[config.mk]
export PLATFORM = sky130hd
export DESIGN_NAME = code_text_class_lexer_unit_flat
export DESIGN_NICKNAME = d
export VERILOG_FILES = /design/src/ctcl_pkg.sv /design/src/ctcl_if.sv /design/src/code_text_class_lexer_unit.sv /design/src/ctcl_cell.sv /design/src/ctcl_lexer.sv /design/src/flat_wrapper.sv
export SDC_FILE = /design/constraint.sdc
export NUM_CORES = 1
export LEC_CHECK = 0
export ABC_AREA = 1
export BUFFER_PORTS_ARGS = -buffer_cell sky130_fd_sc_hd__clkbuf_2
export CAP_MARGIN = 40
export CORE_UTILIZATION = 43
export DETAILED_ROUTE_END_ITERATION = 10
export PLACE_DENSITY_LB_ADDON = 0.1
export SYNTH_ARGS = -nofsm -noshare
export SYNTH_HDL_FRONTEND = slang
export SYNTH_SLANG_ARGS = --single-unit
[constraint.sdc]
create_clock -name clk -period 2.5 [get_ports clk]
set_input_delay 0.5 -clock clk [delete_from_list [all_inputs] [get_ports clk]]
set_output_delay 0.5 -clock clk [all_outputs]
set_load 0.05 [all_outputs]
[src/ctcl_pkg.sv]
`default_nettype none
// ----------------------------------------------------------------------------
// ctcl_pkg: shared definitions of the code text class lexer
// Class codes, keyword table and character constants used by the cells,
// the lexer core and the top level.
// ----------------------------------------------------------------------------
package ctcl_pkg;

    localparam int LOOKAHEAD_DEFAULT = 9;
    localparam int NUM_WORDS         = 32;
    localparam int KW_MAX_LEN        = 9;
    // keyword_left counter and keyword length width
    localparam int KLW               = 4;

    typedef enum logic [2:0] {
        CLS_PLAIN   = 3'd0,
        CLS_COMMENT = 3'd1,
        CLS_STRING  = 3'd2,
        CLS_DIGIT   = 3'd3,
        CLS_PREPROC = 3'd4,
        CLS_KEYWORD = 3'd5
    } class_t;

    // Window control handed to the lexer core
    typedef struct packed {
        logic pop;        // head byte is classified this cycle
        logic line_done;  // head byte is the last byte of its line
    } ctl_t;

    localparam logic [7:0] CH_SLASH  = 8'h2F;
    localparam logic [7:0] CH_STAR   = 8'h2A;
    localparam logic [7:0] CH_HASH   = 8'h23;
    localparam logic [7:0] CH_DQUOTE = 8'h22;
    localparam logic [7:0] CH_SQUOTE = 8'h27;
    localparam logic [7:0] CH_BSLASH = 8'h5C;

    // Keywords in priority order; the first match wins
    localparam logic [8*KW_MAX_LEN-1:0] KW_TEXT [NUM_WORDS] = '{
        "int", "float", "char", "string", "double", "class", "for", "if",
        "while", "do", "break", "virtual", "this", "else", "delete", "case",
        "switch", "new", "protected", "private", "public", "bool", "true",
        "false", "return", "using", "namespace", "throw", "void", "struct",
        "const", "mutable"
    };

    localparam logic [KLW-1:0] KW_LEN [NUM_WORDS] = '{
        4'd3, 4'd5, 4'd4, 4'd6, 4'd6, 4'd5, 4'd3, 4'd2,
        4'd5, 4'd2, 4'd5, 4'd7, 4'd4, 4'd4, 4'd6, 4'd4,
        4'd6, 4'd3, 4'd9, 4'd7, 4'd6, 4'd4, 4'd4,
        4'd5, 4'd6, 4'd5, 4'd9, 4'd5, 4'd4, 4'd6,
        4'd5, 4'd7
    };

    // Character k of keyword w, zero beyond its end
    function automatic logic [7:0] kw_char(input int w, input int k);
        if (k >= int'(KW_LEN[w]))
        begin
            return 8'h00;
        end
        return KW_TEXT[w][8*(int'(KW_LEN[w]) - 1 - k) +: 8];
    endfunction

    function automatic logic is_digit(input logic [7:0] c);
        return (c >= 8'h30) && (c <= 8'h39);
    endfunction

    function automatic logic is_alnum(input logic [7:0] c);
        return is_digit(c) || ((c >= 8'h41) && (c <= 8'h5A))
            || ((c >= 8'h61) && (c <= 8'h7A));
    endfunction

endpackage
`default_nettype wire

[src/ctcl_if.sv]
`default_nettype none
// ----------------------------------------------------------------------------
// ctcl_if: channel interfaces of the code text class lexer
// Text byte channel and character class channel, valid/ready handshake.
// ----------------------------------------------------------------------------
interface ctcl_text_if;
    logic       valid;
    logic       ready;
    logic [7:0] char_code;
    logic       line_end;

    modport source (output valid, output char_code, output line_end, input ready);
    modport sink   (input valid, input char_code, input line_end, output ready);
endinterface

interface ctcl_class_if;
    logic       valid;
    logic       ready;
    logic [2:0] char_class;
    logic       line_last;

    modport source (output valid, output char_class, output line_last, input ready);
    modport sink   (input valid, input char_class, input line_last, output ready);
endinterface
`default_nettype wire

[src/code_text_class_lexer_unit.sv]
`default_nettype none
// ----------------------------------------------------------------------------
// code_text_class_lexer_unit: source text character classifier
// Row of lookahead cells feeding a lexer core, with a registered result beat.
// ----------------------------------------------------------------------------
// One text byte is accepted per cycle and, once the lookahead row holds
// LOOKAHEAD bytes, one class beat leaves per cycle, so a line streams at one
// character per clock while result.ready holds high. A byte marked as line
// end starts a flush of the row: the bytes still held (up to LOOKAHEAD)
// leave one per cycle, and input is held back during the flush except on
// its final beat. A byte's class appears LOOKAHEAD - 1 bytes later or at
// its line end, and is then registered into the result beat. Lexer mode
// survives across lines; rest-of-line colouring and keyword runs stop at
// each line end.
// ----------------------------------------------------------------------------
module code_text_class_lexer_unit
    import ctcl_pkg::*;
#(
    parameter int LOOKAHEAD = LOOKAHEAD_DEFAULT
)
(
    input  wire             clk,
    input  wire             rst_n,
    ctcl_text_if.sink       text,
    ctcl_class_if.source    result
);

    localparam int FW = $clog2(LOOKAHEAD + 1);

    logic [FW-1:0] fill_reg, fill_next;
    logic          flush_reg, flush_next;
    logic          out_valid_reg;
    class_t        out_class_reg;
    logic          out_last_reg;

    logic          emit, slot_free, pop, push, last_beat;
    logic [FW-1:0] push_idx;
    ctl_t          ctl;
    class_t        cls;

    logic [7:0]           cell_data [LOOKAHEAD];
    logic [NUM_WORDS-1:0] cell_eq   [LOOKAHEAD];

    assign emit      = flush_reg || (fill_reg == FW'(LOOKAHEAD));
    assign slot_free = !out_valid_reg || result.ready;
    assign pop       = emit && slot_free;
    assign last_beat = flush_reg && (fill_reg == FW'(1));
    assign push      = text.valid && text.ready;
    assign push_idx  = pop ? (fill_reg - FW'(1)) : fill_reg;

    assign text.ready = flush_reg ? (last_beat && pop)
                                  : ((fill_reg != FW'(LOOKAHEAD)) || pop);

    assign ctl.pop       = pop;
    assign ctl.line_done = last_beat;

    genvar k;
    generate
        for (k = 0; k < LOOKAHEAD; k++)
        begin : g_cell
            logic [7:0] nbr;
            if (k == LOOKAHEAD - 1)
            begin : g_tail
                assign nbr = text.char_code;
            end
            else
            begin : g_mid
                assign nbr = cell_data[k + 1];
            end

            ctcl_cell #(
                .POS (k)
            ) u_cell (
                .clk      (clk),
                .load     (push && (push_idx == FW'(k))),
                .shift    (pop),
                .in_data  (text.char_code),
                .nbr_data (nbr),
                .data     (cell_data[k]),
                .eq       (cell_eq[k])
            );
        end
    endgenerate

    ctcl_lexer #(
        .LOOKAHEAD (LOOKAHEAD),
        .FW        (FW)
    ) u_lexer (
        .clk   (clk),
        .rst_n (rst_n),
        .ctl   (ctl),
        .head  (cell_data[0]),
        .nxt   (cell_data[1]),
        .avail (fill_reg),
        .eq    (cell_eq),
        .cls   (cls)
    );

    always_comb
    begin
        fill_next = fill_reg;
        if (pop && !push)
        begin
            fill_next = fill_reg - FW'(1);
        end
        else if (push && !pop)
        begin
            fill_next = fill_reg + FW'(1);
        end

        flush_next = flush_reg;
        priority if (push)
        begin
            flush_next = text.line_end;
        end
        else if (pop && last_beat)
        begin
            flush_next = 1'b0;
        end
        else
        begin
            flush_next = flush_reg;
        end
    end

    always_ff @(posedge clk or negedge rst_n)
    begin
        if (!rst_n)
        begin
            fill_reg      <= '0;
            flush_reg     <= 1'b0;
            out_valid_reg <= 1'b0;
        end
        else
        begin
            fill_reg  <= fill_next;
            flush_reg <= flush_next;
            if (pop)
            begin
                out_valid_reg <= 1'b1;
            end
            else if (result.ready)
            begin
                out_valid_reg <= 1'b0;
            end
        end
    end

    // result beat payload
    always_ff @(posedge clk)
    begin
        if (pop)
        begin
            out_class_reg <= cls;
            out_last_reg  <= last_beat;
        end
    end

    assign result.valid      = out_valid_reg;
    assign result.char_class = out_class_reg;
    assign result.line_last  = out_last_reg;

    a_fill_bound: assert property (@(posedge clk) disable iff (!rst_n)
        fill_reg <= FW'(LOOKAHEAD))
        else $error("lookahead fill beyond window size");

    a_flush_nonempty: assert property (@(posedge clk) disable iff (!rst_n)
        flush_reg |-> (fill_reg != '0))
        else $error("flush active with an empty window");

    a_line_drained: assert property (@(posedge clk) disable iff (!rst_n)
        (pop && last_beat && !push) |=> (fill_reg == '0 && !flush_reg))
        else $error("window not empty after final flush beat");

    a_room_ready: assert property (@(posedge clk) disable iff (!rst_n)
        (!flush_reg && fill_reg != FW'(LOOKAHEAD)) |-> text.ready)
        else $error("text beat held back while the window has room");

endmodule
`default_nettype wire

[src/ctcl_cell.sv]
`default_nettype none
// ----------------------------------------------------------------------------
// ctcl_cell: one lookahead window cell
// Holds one text byte, takes its neighbour's byte on a shift, and compares
// its byte with every keyword's character at this cell's position.
// ----------------------------------------------------------------------------
module ctcl_cell
    import ctcl_pkg::*;
#(
    parameter int POS = 0
)
(
    input  wire                   clk,
    input  wire                   load,
    input  wire                   shift,
    input  wire  [7:0]            in_data,
    input  wire  [7:0]            nbr_data,
    output logic [7:0]            data,
    output logic [NUM_WORDS-1:0]  eq
);

    logic [7:0] data_reg;
    logic [7:0] data_next;

    always_comb
    begin
        data_next = data_reg;
        priority if (load)
        begin
            data_next = in_data;
        end
        else if (shift)
        begin
            data_next = nbr_data;
        end
        else
        begin
            data_next = data_reg;
        end
    end

    always_ff @(posedge clk)
    begin
        data_reg <= data_next;
    end

    assign data = data_reg;

    genvar w;
    generate
        for (w = 0; w < NUM_WORDS; w++)
        begin : g_word
            localparam logic [7:0] KC = kw_char(w, POS);
            assign eq[w] = (data_reg == KC);
        end
    endgenerate

endmodule
`default_nettype wire

[src/ctcl_lexer.sv]
`default_nettype none
// ----------------------------------------------------------------------------
// ctcl_lexer: lexer core
// Classifies the window's head byte from the lexer mode, pending keyword
// bytes, rest-of-line colouring and the cells' keyword compares.
// ----------------------------------------------------------------------------
module ctcl_lexer
    import ctcl_pkg::*;
#(
    parameter int LOOKAHEAD = LOOKAHEAD_DEFAULT,
    parameter int FW        = $clog2(LOOKAHEAD + 1)
)
(
    input  wire                   clk,
    input  wire                   rst_n,
    input  ctl_t                  ctl,
    input  wire  [7:0]            head,
    input  wire  [7:0]            nxt,
    input  wire  [FW-1:0]         avail,
    input  wire  [NUM_WORDS-1:0]  eq [LOOKAHEAD],
    output class_t                cls
);

    typedef enum logic [1:0] {
        MODE_NORMAL = 2'd0,
        MODE_BLOCK  = 2'd1,
        MODE_STRING = 2'd2,
        MODE_CLOSE  = 2'd3
    } mode_t;

    typedef enum logic [1:0] {
        ROL_NONE    = 2'd0,
        ROL_COMMENT = 2'd1,
        ROL_PREPROC = 2'd2
    } rol_t;

    mode_t          mode_reg, mode_next;
    rol_t           rol_reg, rol_next;
    logic [KLW-1:0] kwl_reg, kwl_next;
    logic [7:0]     prev_reg;
    logic           als_reg;

    logic [KW_MAX_LEN-1:0] term [NUM_WORDS];
    logic [NUM_WORDS-1:0]  kw_hit;
    logic [KLW-1:0]        kw_len;
    logic                  has_next;
    logic                  is_quote;

    genvar w, k;
    generate
        for (w = 0; w < NUM_WORDS; w++)
        begin : g_word
            for (k = 0; k < KW_MAX_LEN; k++)
            begin : g_pos
                if (k >= int'(KW_LEN[w]))
                begin : g_past
                    assign term[w][k] = 1'b1;
                end
                else if (k < LOOKAHEAD)
                begin : g_cell
                    assign term[w][k] = eq[k][w];
                end
                else
                begin : g_short
                    assign term[w][k] = 1'b0;
                end
            end
            assign kw_hit[w] = (&term[w]) && (5'(KW_LEN[w]) <= 5'(avail));
        end
    endgenerate

    // first keyword in list order wins
    always_comb
    begin
        kw_len = '0;
        for (int i = NUM_WORDS - 1; i >= 0; i--)
        begin
            if (kw_hit[i])
            begin
                kw_len = KW_LEN[i];
            end
        end
    end

    assign has_next = (avail > FW'(1));
    assign is_quote = (head == CH_DQUOTE) || (head == CH_SQUOTE);

    always_comb
    begin
        cls       = CLS_PLAIN;
        mode_next = mode_reg;
        rol_next  = rol_reg;
        kwl_next  = kwl_reg;
        if (rol_reg != ROL_NONE)
        begin
            cls = (rol_reg == ROL_COMMENT) ? CLS_COMMENT : CLS_PREPROC;
        end
        else if (kwl_reg != '0)
        begin
            cls      = CLS_KEYWORD;
            kwl_next = kwl_reg - KLW'(1);
        end
        else
        begin
            unique case (mode_reg)
                MODE_CLOSE:
                begin
                    cls       = CLS_COMMENT;
                    mode_next = MODE_NORMAL;
                end
                MODE_BLOCK:
                begin
                    cls = CLS_COMMENT;
                    if (head == CH_STAR && has_next && nxt == CH_SLASH)
                    begin
                        mode_next = MODE_CLOSE;
                    end
                end
                MODE_STRING:
                begin
                    cls = CLS_STRING;
                    // an escaped quote only counts after a backslash on the same line
                    if (is_quote && !(!als_reg && prev_reg == CH_BSLASH))
                    begin
                        mode_next = MODE_NORMAL;
                    end
                end
                MODE_NORMAL:
                begin
                    priority if (head == CH_SLASH && has_next && nxt == CH_SLASH)
                    begin
                        cls      = CLS_COMMENT;
                        rol_next = ROL_COMMENT;
                    end
                    else if (head == CH_HASH)
                    begin
                        cls      = CLS_PREPROC;
                        rol_next = ROL_PREPROC;
                    end
                    else if (is_digit(head))
                    begin
                        cls = CLS_DIGIT;
                    end
                    else if (head == CH_SLASH && has_next && nxt == CH_STAR)
                    begin
                        cls       = CLS_COMMENT;
                        mode_next = MODE_BLOCK;
                    end
                    else if (is_quote)
                    begin
                        cls       = CLS_STRING;
                        mode_next = MODE_STRING;
                    end
                    else if ((als_reg || !is_alnum(prev_reg)) && kw_len != '0)
                    begin
                        cls      = CLS_KEYWORD;
                        kwl_next = kw_len - KLW'(1);
                    end
                    else
                    begin
                        cls = CLS_PLAIN;
                    end
                end
                default:
                begin
                    cls = CLS_PLAIN;
                end
            endcase
        end
    end

    always_ff @(posedge clk or negedge rst_n)
    begin
        if (!rst_n)
        begin
            mode_reg <= MODE_NORMAL;
            rol_reg  <= ROL_NONE;
            kwl_reg  <= '0;
            prev_reg <= '0;
            als_reg  <= 1'b1;
        end
        else if (ctl.pop)
        begin
            prev_reg <= head;
            als_reg  <= ctl.line_done;
            if (ctl.line_done)
            begin
                // drop pending keyword bytes and rest-of-line colouring
                mode_reg <= (mode_next == MODE_CLOSE) ? MODE_NORMAL : mode_next;
                rol_reg  <= ROL_NONE;
                kwl_reg  <= '0;
            end
            else
            begin
                mode_reg <= mode_next;
                rol_reg  <= rol_next;
                kwl_reg  <= kwl_next;
            end
        end
    end

endmodule
`default_nettype wire
[src/flat_wrapper.sv]
// flat-port wrapper written by rule: the top's interface ports become plain ports
module code_text_class_lexer_unit_flat import ctcl_pkg::*;
#(
    parameter int LOOKAHEAD = LOOKAHEAD_DEFAULT
)
  (clk, rst_n, text_valid, text_char_code, text_line_end, text_ready, result_valid, result_char_class, result_line_last, result_ready);
  ctcl_text_if text_i ();
  ctcl_class_if result_i ();
  input  wire clk;
  input  wire rst_n;
  input wire logic [$bits(text_i.valid)-1:0] text_valid;
  input wire logic [$bits(text_i.char_code)-1:0] text_char_code;
  input wire logic [$bits(text_i.line_end)-1:0] text_line_end;
  output wire logic [$bits(text_i.ready)-1:0] text_ready;
  output wire logic [$bits(result_i.valid)-1:0] result_valid;
  output wire logic [$bits(result_i.char_class)-1:0] result_char_class;
  output wire logic [$bits(result_i.line_last)-1:0] result_line_last;
  input wire logic [$bits(result_i.ready)-1:0] result_ready;
  assign text_i.valid = text_valid;
  assign text_i.char_code = text_char_code;
  assign text_i.line_end = text_line_end;
  assign text_ready = text_i.ready;
  assign result_valid = result_i.valid;
  assign result_char_class = result_i.char_class;
  assign result_line_last = result_i.line_last;
  assign result_i.ready = result_ready;
  code_text_class_lexer_unit #(.LOOKAHEAD(LOOKAHEAD)) u_core (.clk(clk), .rst_n(rst_n), .text(text_i), .result(result_i));
endmodule
# == After elaboration in Yosys (flattened, before gate mapping) ==
# Cells that the tools add are included.
# classes
add_sub_neg,4
n_eq_ne,116
n_mux,96
order_cmp,16
n_reduce_logical,128
# op_table
operator,n
8-bit by 7-bit equality test with 1-bit output (second input constant),86
4-bit 2-to-1 mux,43
8-bit 2-to-1 mux,18
1-bit logical AND,59
8-bit by 6-bit equality test with 1-bit output (second input constant),7
5-bit AND reduction,9
6-bit AND reduction,7
2-bit 2-to-1 mux,17
3-bit 2-to-1 mux,11
4-bit AND reduction,7
2-bit nonzero test,14
9-bit AND reduction,3
7-bit AND reduction,3
4-bit by 3-bit equality test with 1-bit output (second input constant),4
8-bit by 6-bit >= comparator with 1-bit output (second input constant),2
8-bit by 7-bit >= comparator with 1-bit output (second input constant),2
3-bit by 4-bit less-or-equal comparator with 1-bit output (first input constant),4
8-bit by 6-bit less-or-equal comparator with 1-bit output (second input constant),2
8-bit by 7-bit less-or-equal comparator with 1-bit output (second input constant),2
3-bit by 2-bit != test with 1-bit output (second input constant),4
4-bit by 1-bit subtractor with 4-bit output (second input constant),3
3-bit one-hot mux with 3 select lines,1
3-bit AND reduction,3
3-bit nonzero test,3
21 further kinds,46
# totals
regBits,99
out_inout_bits,6

# == Logic depth before layout (Yosys ltp) ==
# depth
depth_word,47
mapped_depth,22
ltp_nobuf,22

# == Hierarchy ==
# Synthesis repeated with hierarchy kept, for this count alone.
# unflattened
cells_unflattened,1380
area_unflattened_um2,9064.9
# by_module_without_submodules
module,area_each_um2,seq_area_each_um2,cells_per_inst,instances
ctcl_lexer,2275.9,426.7,409,1
code_text_class_lexer_unit,794.5,270.3,109,1
ctcl_cell (u_core.g_cell[5].u_cell),685.7,240.2,100,1
ctcl_cell (u_core.g_cell[3].u_cell),678.2,240.2,102,1
ctcl_cell (u_core.g_cell[4].u_cell),676.9,240.2,102,1
ctcl_cell (u_core.g_cell[1].u_cell),674.4,240.2,101,1
ctcl_cell (u_core.g_cell[2].u_cell),674.4,240.2,103,1
ctcl_cell (u_core.g_cell[6].u_cell),670.6,240.2,90,1
ctcl_cell (u_core.g_cell[0].u_cell),656.9,240.2,99,1
ctcl_cell (u_core.g_cell[7].u_cell),640.6,240.2,83,1
ctcl_cell (u_core.g_cell[8].u_cell),636.9,240.2,82,1

# == Worst setup path before layout ==
# No wires, ideal clock.
# synth_timing
kind,register to register
start,reg u_core.fill_reg[1]
end,reg u_core.g_cell[8].u_cell.data_reg[0] (enable)
slack_ns,-0.555
arrival_time_ns,2.671
path_stages_with_launch,9
path_buffers,0
path_cell_list,dfrtp_1 > inv_1 > ha_1 > nand2_1 > a22oi_2 > nand2_1 > nor2_4 > nand2_1 > o21ai_0
# synth_via
elab_chain_len,8
# synth_rtl
item,line,rtl
"start, declared",code_text_class_lexer_unit.sv:30,"logic [FW-1:0] fill_reg, fill_next;"
"start signal, assigned",code_text_class_lexer_unit.sv:136,fill_reg <= fill_next;
4-bit equality test,code_text_class_lexer_unit.sv:44,assign emit = flush_reg || (fill_reg == FW'(LOOKAHEAD));
1-bit logical OR,code_text_class_lexer_unit.sv:44,
1-bit logical AND,code_text_class_lexer_unit.sv:46,assign pop = emit && slot_free;
1-bit logical OR or 1-bit logical AND (tied branches),"code_text_class_lexer_unit.sv:52, code_text_class_lexer_unit.sv:51",
1-bit 2-to-1 mux *,code_text_class_lexer_unit.sv:51,assign text.ready = flush_reg ? (last_beat && pop)
net text_ready,flat_wrapper.sv:14,output wire logic [$bits(text_i.ready)-1:0] text_ready;
1-bit logical AND *,code_text_class_lexer_unit.sv:48,assign push = text.valid && text.ready;
1-bit logical AND *,code_text_class_lexer_unit.sv:75,".load (push && (push_idx == FW'(k))),"
2-bit nonzero test (no line) *,-,
"end signal, assigned",ctcl_cell.sv:44,data_reg <= data_next;
"end, declared",ctcl_cell.sv:22,logic [7:0] data_reg;
# The timed path passes the listed nets; every way through them passes the cells marked *.
# A chain may end at the register's enable or synchronous reset.

# == Worst setup path in the final report ==
# layout_timing
start,reg u_core.g_cell[3].u_cell.data_reg[0]
end,reg u_core.out_class_reg[2] (netlist: u_core.result.char_class[2]) (data pin)
# layout_via
elab_chain_len,46
# layout_rtl
item,line,rtl
"start, declared",ctcl_cell.sv:22,
"start signal, assigned",ctcl_cell.sv:44,
8-bit by 7-bit equality test with 1-bit output,ctcl_cell.sv:54,assign eq[w] = (data_reg == KC);
7-bit AND reduction,ctcl_lexer.sv:68,assign kw_hit[w] = (&term[w]) && (5'(KW_LEN[w]) <= 5'(avail));
1-bit logical AND,ctcl_lexer.sv:68,
3-bit 2-to-1 mux (2 in a row),ctcl_lexer.sv:78,if (kw_hit[i])
4-bit 2-to-1 mux (28 in a row),ctcl_lexer.sv:78,
4-bit 2-to-1 mux * (2 in a row),ctcl_lexer.sv:78,
4-bit nonzero test *,ctcl_lexer.sv:154,else if ((als_reg || !is_alnum(prev_reg)) && kw_len != '0)
1-bit logical AND *,ctcl_lexer.sv:154,
[2 not listed],-,
3-bit 2-to-1 mux *,ctcl_lexer.sv:144,else if (head == CH_SLASH && has_next && nxt == CH_STAR)
3-bit 2-to-1 mux *,ctcl_lexer.sv:140,else if (is_digit(head))
3-bit 2-to-1 mux *,ctcl_lexer.sv:135,else if (head == CH_HASH)
3-bit 2-to-1 mux *,ctcl_lexer.sv:130,priority if (head == CH_SLASH && has_next && nxt == CH_SLASH)
3-bit one-hot mux with 3 select lines *,ctcl_lexer.sv:105,unique case (mode_reg)
3-bit 2-to-1 mux *,ctcl_lexer.sv:98,else if (kwl_reg != '0)
3-bit 2-to-1 mux *,ctcl_lexer.sv:94,if (rol_reg != ROL_NONE)
net u_core.cls[2],code_text_class_lexer_unit.sv:39,class_t cls;
"end signal, assigned",code_text_class_lexer_unit.sv:154,out_class_reg <= cls;
"end, declared",code_text_class_lexer_unit.sv:33,class_t out_class_reg;
# Marks and branches as above.

==> results.tsv <==
stage	metric	value	unit
final_layout	share of cells above drive strength 1	32.6	%
routing	Routed Antenna Nets	0	
sta	fin crit period	2490	ps
global_route	first-pass GRT wire length	35500	µm
setup_path	most frequent CP cell	buf_6	
setup_path	crit-path max FO	2	
placed_design	Buffers on Ports	18	
global_route	met2 Use GR	47.7	%
final_layout	fillers	1559	
die	Core ar.	0.0159	mm²
setup_path	Worst Path Required	2610	ps
global_route	met3 Track Usage GR	4.17	%
global_route	met1 usage in global routing	37.3	%
routing	DRC violations left	0	
logic_synthesis	Post-Syn Area per Cell	7.09	µm²
cts	CTS sink count	99	
die	Die Ht	130	µm
cts	CTS tree	yes	
cts	cts bufs inserted	9	
routing	Vias/cell	5.16	
sta	Clock Skew	15.3	ps
logic_synthesis	Post-synth top flop	edfxtp_1	
routing	first-pass detailed-route iteration total	5	
logic_synthesis	#FFs+latches synth	99	
sta	minimum hold slack	130	ps
sta	Tcrit/Tclk final	99.7	%
setup_path	worst r2r path cells	18	
logic_synthesis	Async SR Flop Fraction	23.2	%
flow_run	Max Cap Viol	0	
placed_design	Final HPWL DP	18100	µm
cts	Clk pin slew, worst setup/hold paths	80	ps
die	Initial Utilization	44.0	%
sta	RSZ-0062 raised after global routing	true	
routing	drt total wl	23800	µm
cts	Clock Root Buffer	clkbuf_16	
power	pwr/cell area	1310	mW/mm²
sta	Worst-Margin Slew	606	ps
final_layout	post-layout net count	1180	
logic_synthesis	sequential fraction of the synthesis area	40.9	%
sta	setup TNS	0	ps
sta	fmax	0.401	GHz
logic_synthesis	synth warn	0	
global_route	GRT Total Usage	28.4	%
logic_synthesis	Synth cell types	44	
final_layout	Seq. cell area	0.00286	mm²
cts	H-tree levels	3	
setup_path	slowest cell on the critical path	edfxtp_1	
global_route	vias in the first global route	6750	
setup_path	CP arrival	2600	ps
logic_synthesis	Post-Syn Nets	1006	
global_route	largest net degree at the start of global routing	24	
placed_design	GP Congestion	1.02	
final_layout	area of the multi-input gates	0.00402	mm²
run_status	status	finished clean	
logic_synthesis	Post-synth EDFFs	76	
die	# IOs	19	
cts	maximum root-to-sink buffer count	2	
die	die width	130	µm
sta	pins over their slew limit	0	
routing	1st-iter DRT viols	557	
logic_synthesis	Mapped Area	0.00700	mm²
sta	max_slew headroom	59.6	%
setup_path	Worst path max stage delay	450	ps
logic_synthesis	Mapped Cells	987	
die	# rows	46	
routing	Vias	7131	
sta	setup violators final	0	
global_route	total gr overflow	0	
power	Static Leak	4.17	nW
die	die footprint	0.0168	mm²
global_route	antenna violations before repair	0	
final_layout	P&R area growth vs syn	33.8	%
hold_path	worst min path class	in -> async	
sta	final hold violations	0	
final_layout	ANT cells	0	
setup_path	crit path kind	reg -> reg	
setup_path	crit path cell chain	buf_6 > inv_1 > nor2_1 > buf_4 > nand3_4 > buf_6 > nor3_2 > nand2_1 > nand3_2 > buf_6 > nor2_2 > nand4_1 > nor2_2 > nand3_2 > nand2_2 > nand2_2 > a21oi_2 > o21bai_1	
final_layout	max reg flops	72	
routing	WL/cell	17.2	µm
cts	hold buffers post-CTS	0	
setup_path	CP Launch Type	flip-flop	
cts	clk_lat worst skew	360	ps
power	Worst VDD drop	0.000943	V
global_route	GR peak layer	met2	
setup_path	CP endpoint kind	flip-flop	
-- worst max-delay path: cells and delay by family (launching register included) --
kind,cells,cell delay (ps)
simple gates,11,1030
flops,1,450
buf+inv,5,570
compound gates,2,180
-- cell type report --
class	instances	area share, %
flip-flops and latches	99	30.6
well taps	216	2.89
clock inverters	7	0.882
inverters	147	5.90
clock buffers	9	2.41
multi-input cells	732	43.0
repair buffers	172	14.4
-- placed cells by master, fill, tap and decap left out, types with 12 or more instances in the layout --
cell	n
nor2_4	17
inv_1	122
nand4_1	26
buf_4	141
nor3_1	12
nand3_1	51
o21ai_1	58
nor2_1	132
nand3_2	19
nor2_2	40
nand2_1	240
inv_2	25
edfxtp_1	76
nand3_4	12
o21ai_0	20
nand2_2	31
clkbuf_2	18
dfrtp_1	20
-- cells in the mapped netlist, types with 4 or more instances --
library cell	number	area, µm²
ha_1	6	75.1
o21ai_1	57	285
o21ai_0	22	110
nor2_4	5	56.3
a21oi_1	9	45.0
nor4_1	4	25.0
edfxtp_1	76	2280
nand2_1	279	1050
nor2_1	174	653
nand3_4	8	140
o21ai_2	9	78.8
buf_6	7	78.8
inv_2	16	60.1
nand2_2	4	25.0
nand3_1	66	330
nand3_2	4	40.0
dfrtp_1	22	551
inv_1	131	492
nand4_1	26	163
buf_4	4	30.0
nor3_1	21	105
nor2_2	10	62.6
-- where the power goes --
group | switching, mW | total [mW] | internal, mW
Clock | 0.674 | 1.47 | 0.795
Combinational | 4.29 | 7.04 | 2.75
Sequential | 0.743 | 3.72 | 2.98
-- per-stage QoR --
step | util (%) | cells | cell area, µm² | worst slack (ps) | power [mW]
3_5_place_dp | 51.8 | 1328 | 8230 | -91.1 | 9.50
2_1_floorplan | - | 987 | 7060 | -36.5 | 7.23
4_1_cts | 54.3 | 1351 | 8630 | -3.11 | 11.1
3_3_place_gp | 51.8 | 1328 | 8230 | -116 | 9.48
5_1_grt | 58.9 | 1382 | 9360 | -104 | 13.1
6_report | 58.9 | 1382 | 9360 | 6.93 | 12.2
-- layer usage --
metal / vias to the layer above / wire length [µm]
met5: - / 0
met3: 49 / 1170
met4: 0 / 1030
met2: 204 / 11200
met1: 3316 / 10400
li1: 3562 / -
-- worst paths after layout --
check | from | to | slack [ps]
min in group clk | text_char_code[4] | u_core.g_cell[8].u_cell.data[4] | 320
hold reg to reg | u_core.u_lexer.als_reg | u_core.u_lexer.als_reg | 490
max in group asynchronous | rst_n | u_core.fill_reg[2] | 1930
hold / removal | rst_n | u_core.fill_reg[3] | 130
setup reg to reg | u_core.g_cell[3].u_cell.data[0] | u_core.result.char_class[2] | 7
setup / recovery | u_core.g_cell[3].u_cell.data[0] | u_core.result.char_class[2] | 7
-- repair_timing --
| item | CTS | global route |
|---|---|---|
| gates resized for setup | 12 | 134 |
| pin swaps | 3 | 37 |
| buffers inserted | 7 | 27 |
| gates cloned | 0 | 4 |
| endpoints found under the setup margin | 5 | 104 |
-- kinds of logic after synthesis --
kind of cell               after synthesis  synth area share (%)
AOI/OAI and AO/OA                      109                  9.07
xor gates and xnor gates                 5                 0.733
adders and majority gates                6                  1.07
buffers and inverters                  160                  9.55
DFF                                     99                  40.9
and+or+nand+nor                        608                  38.7
(Power assumes the default switching activity.)
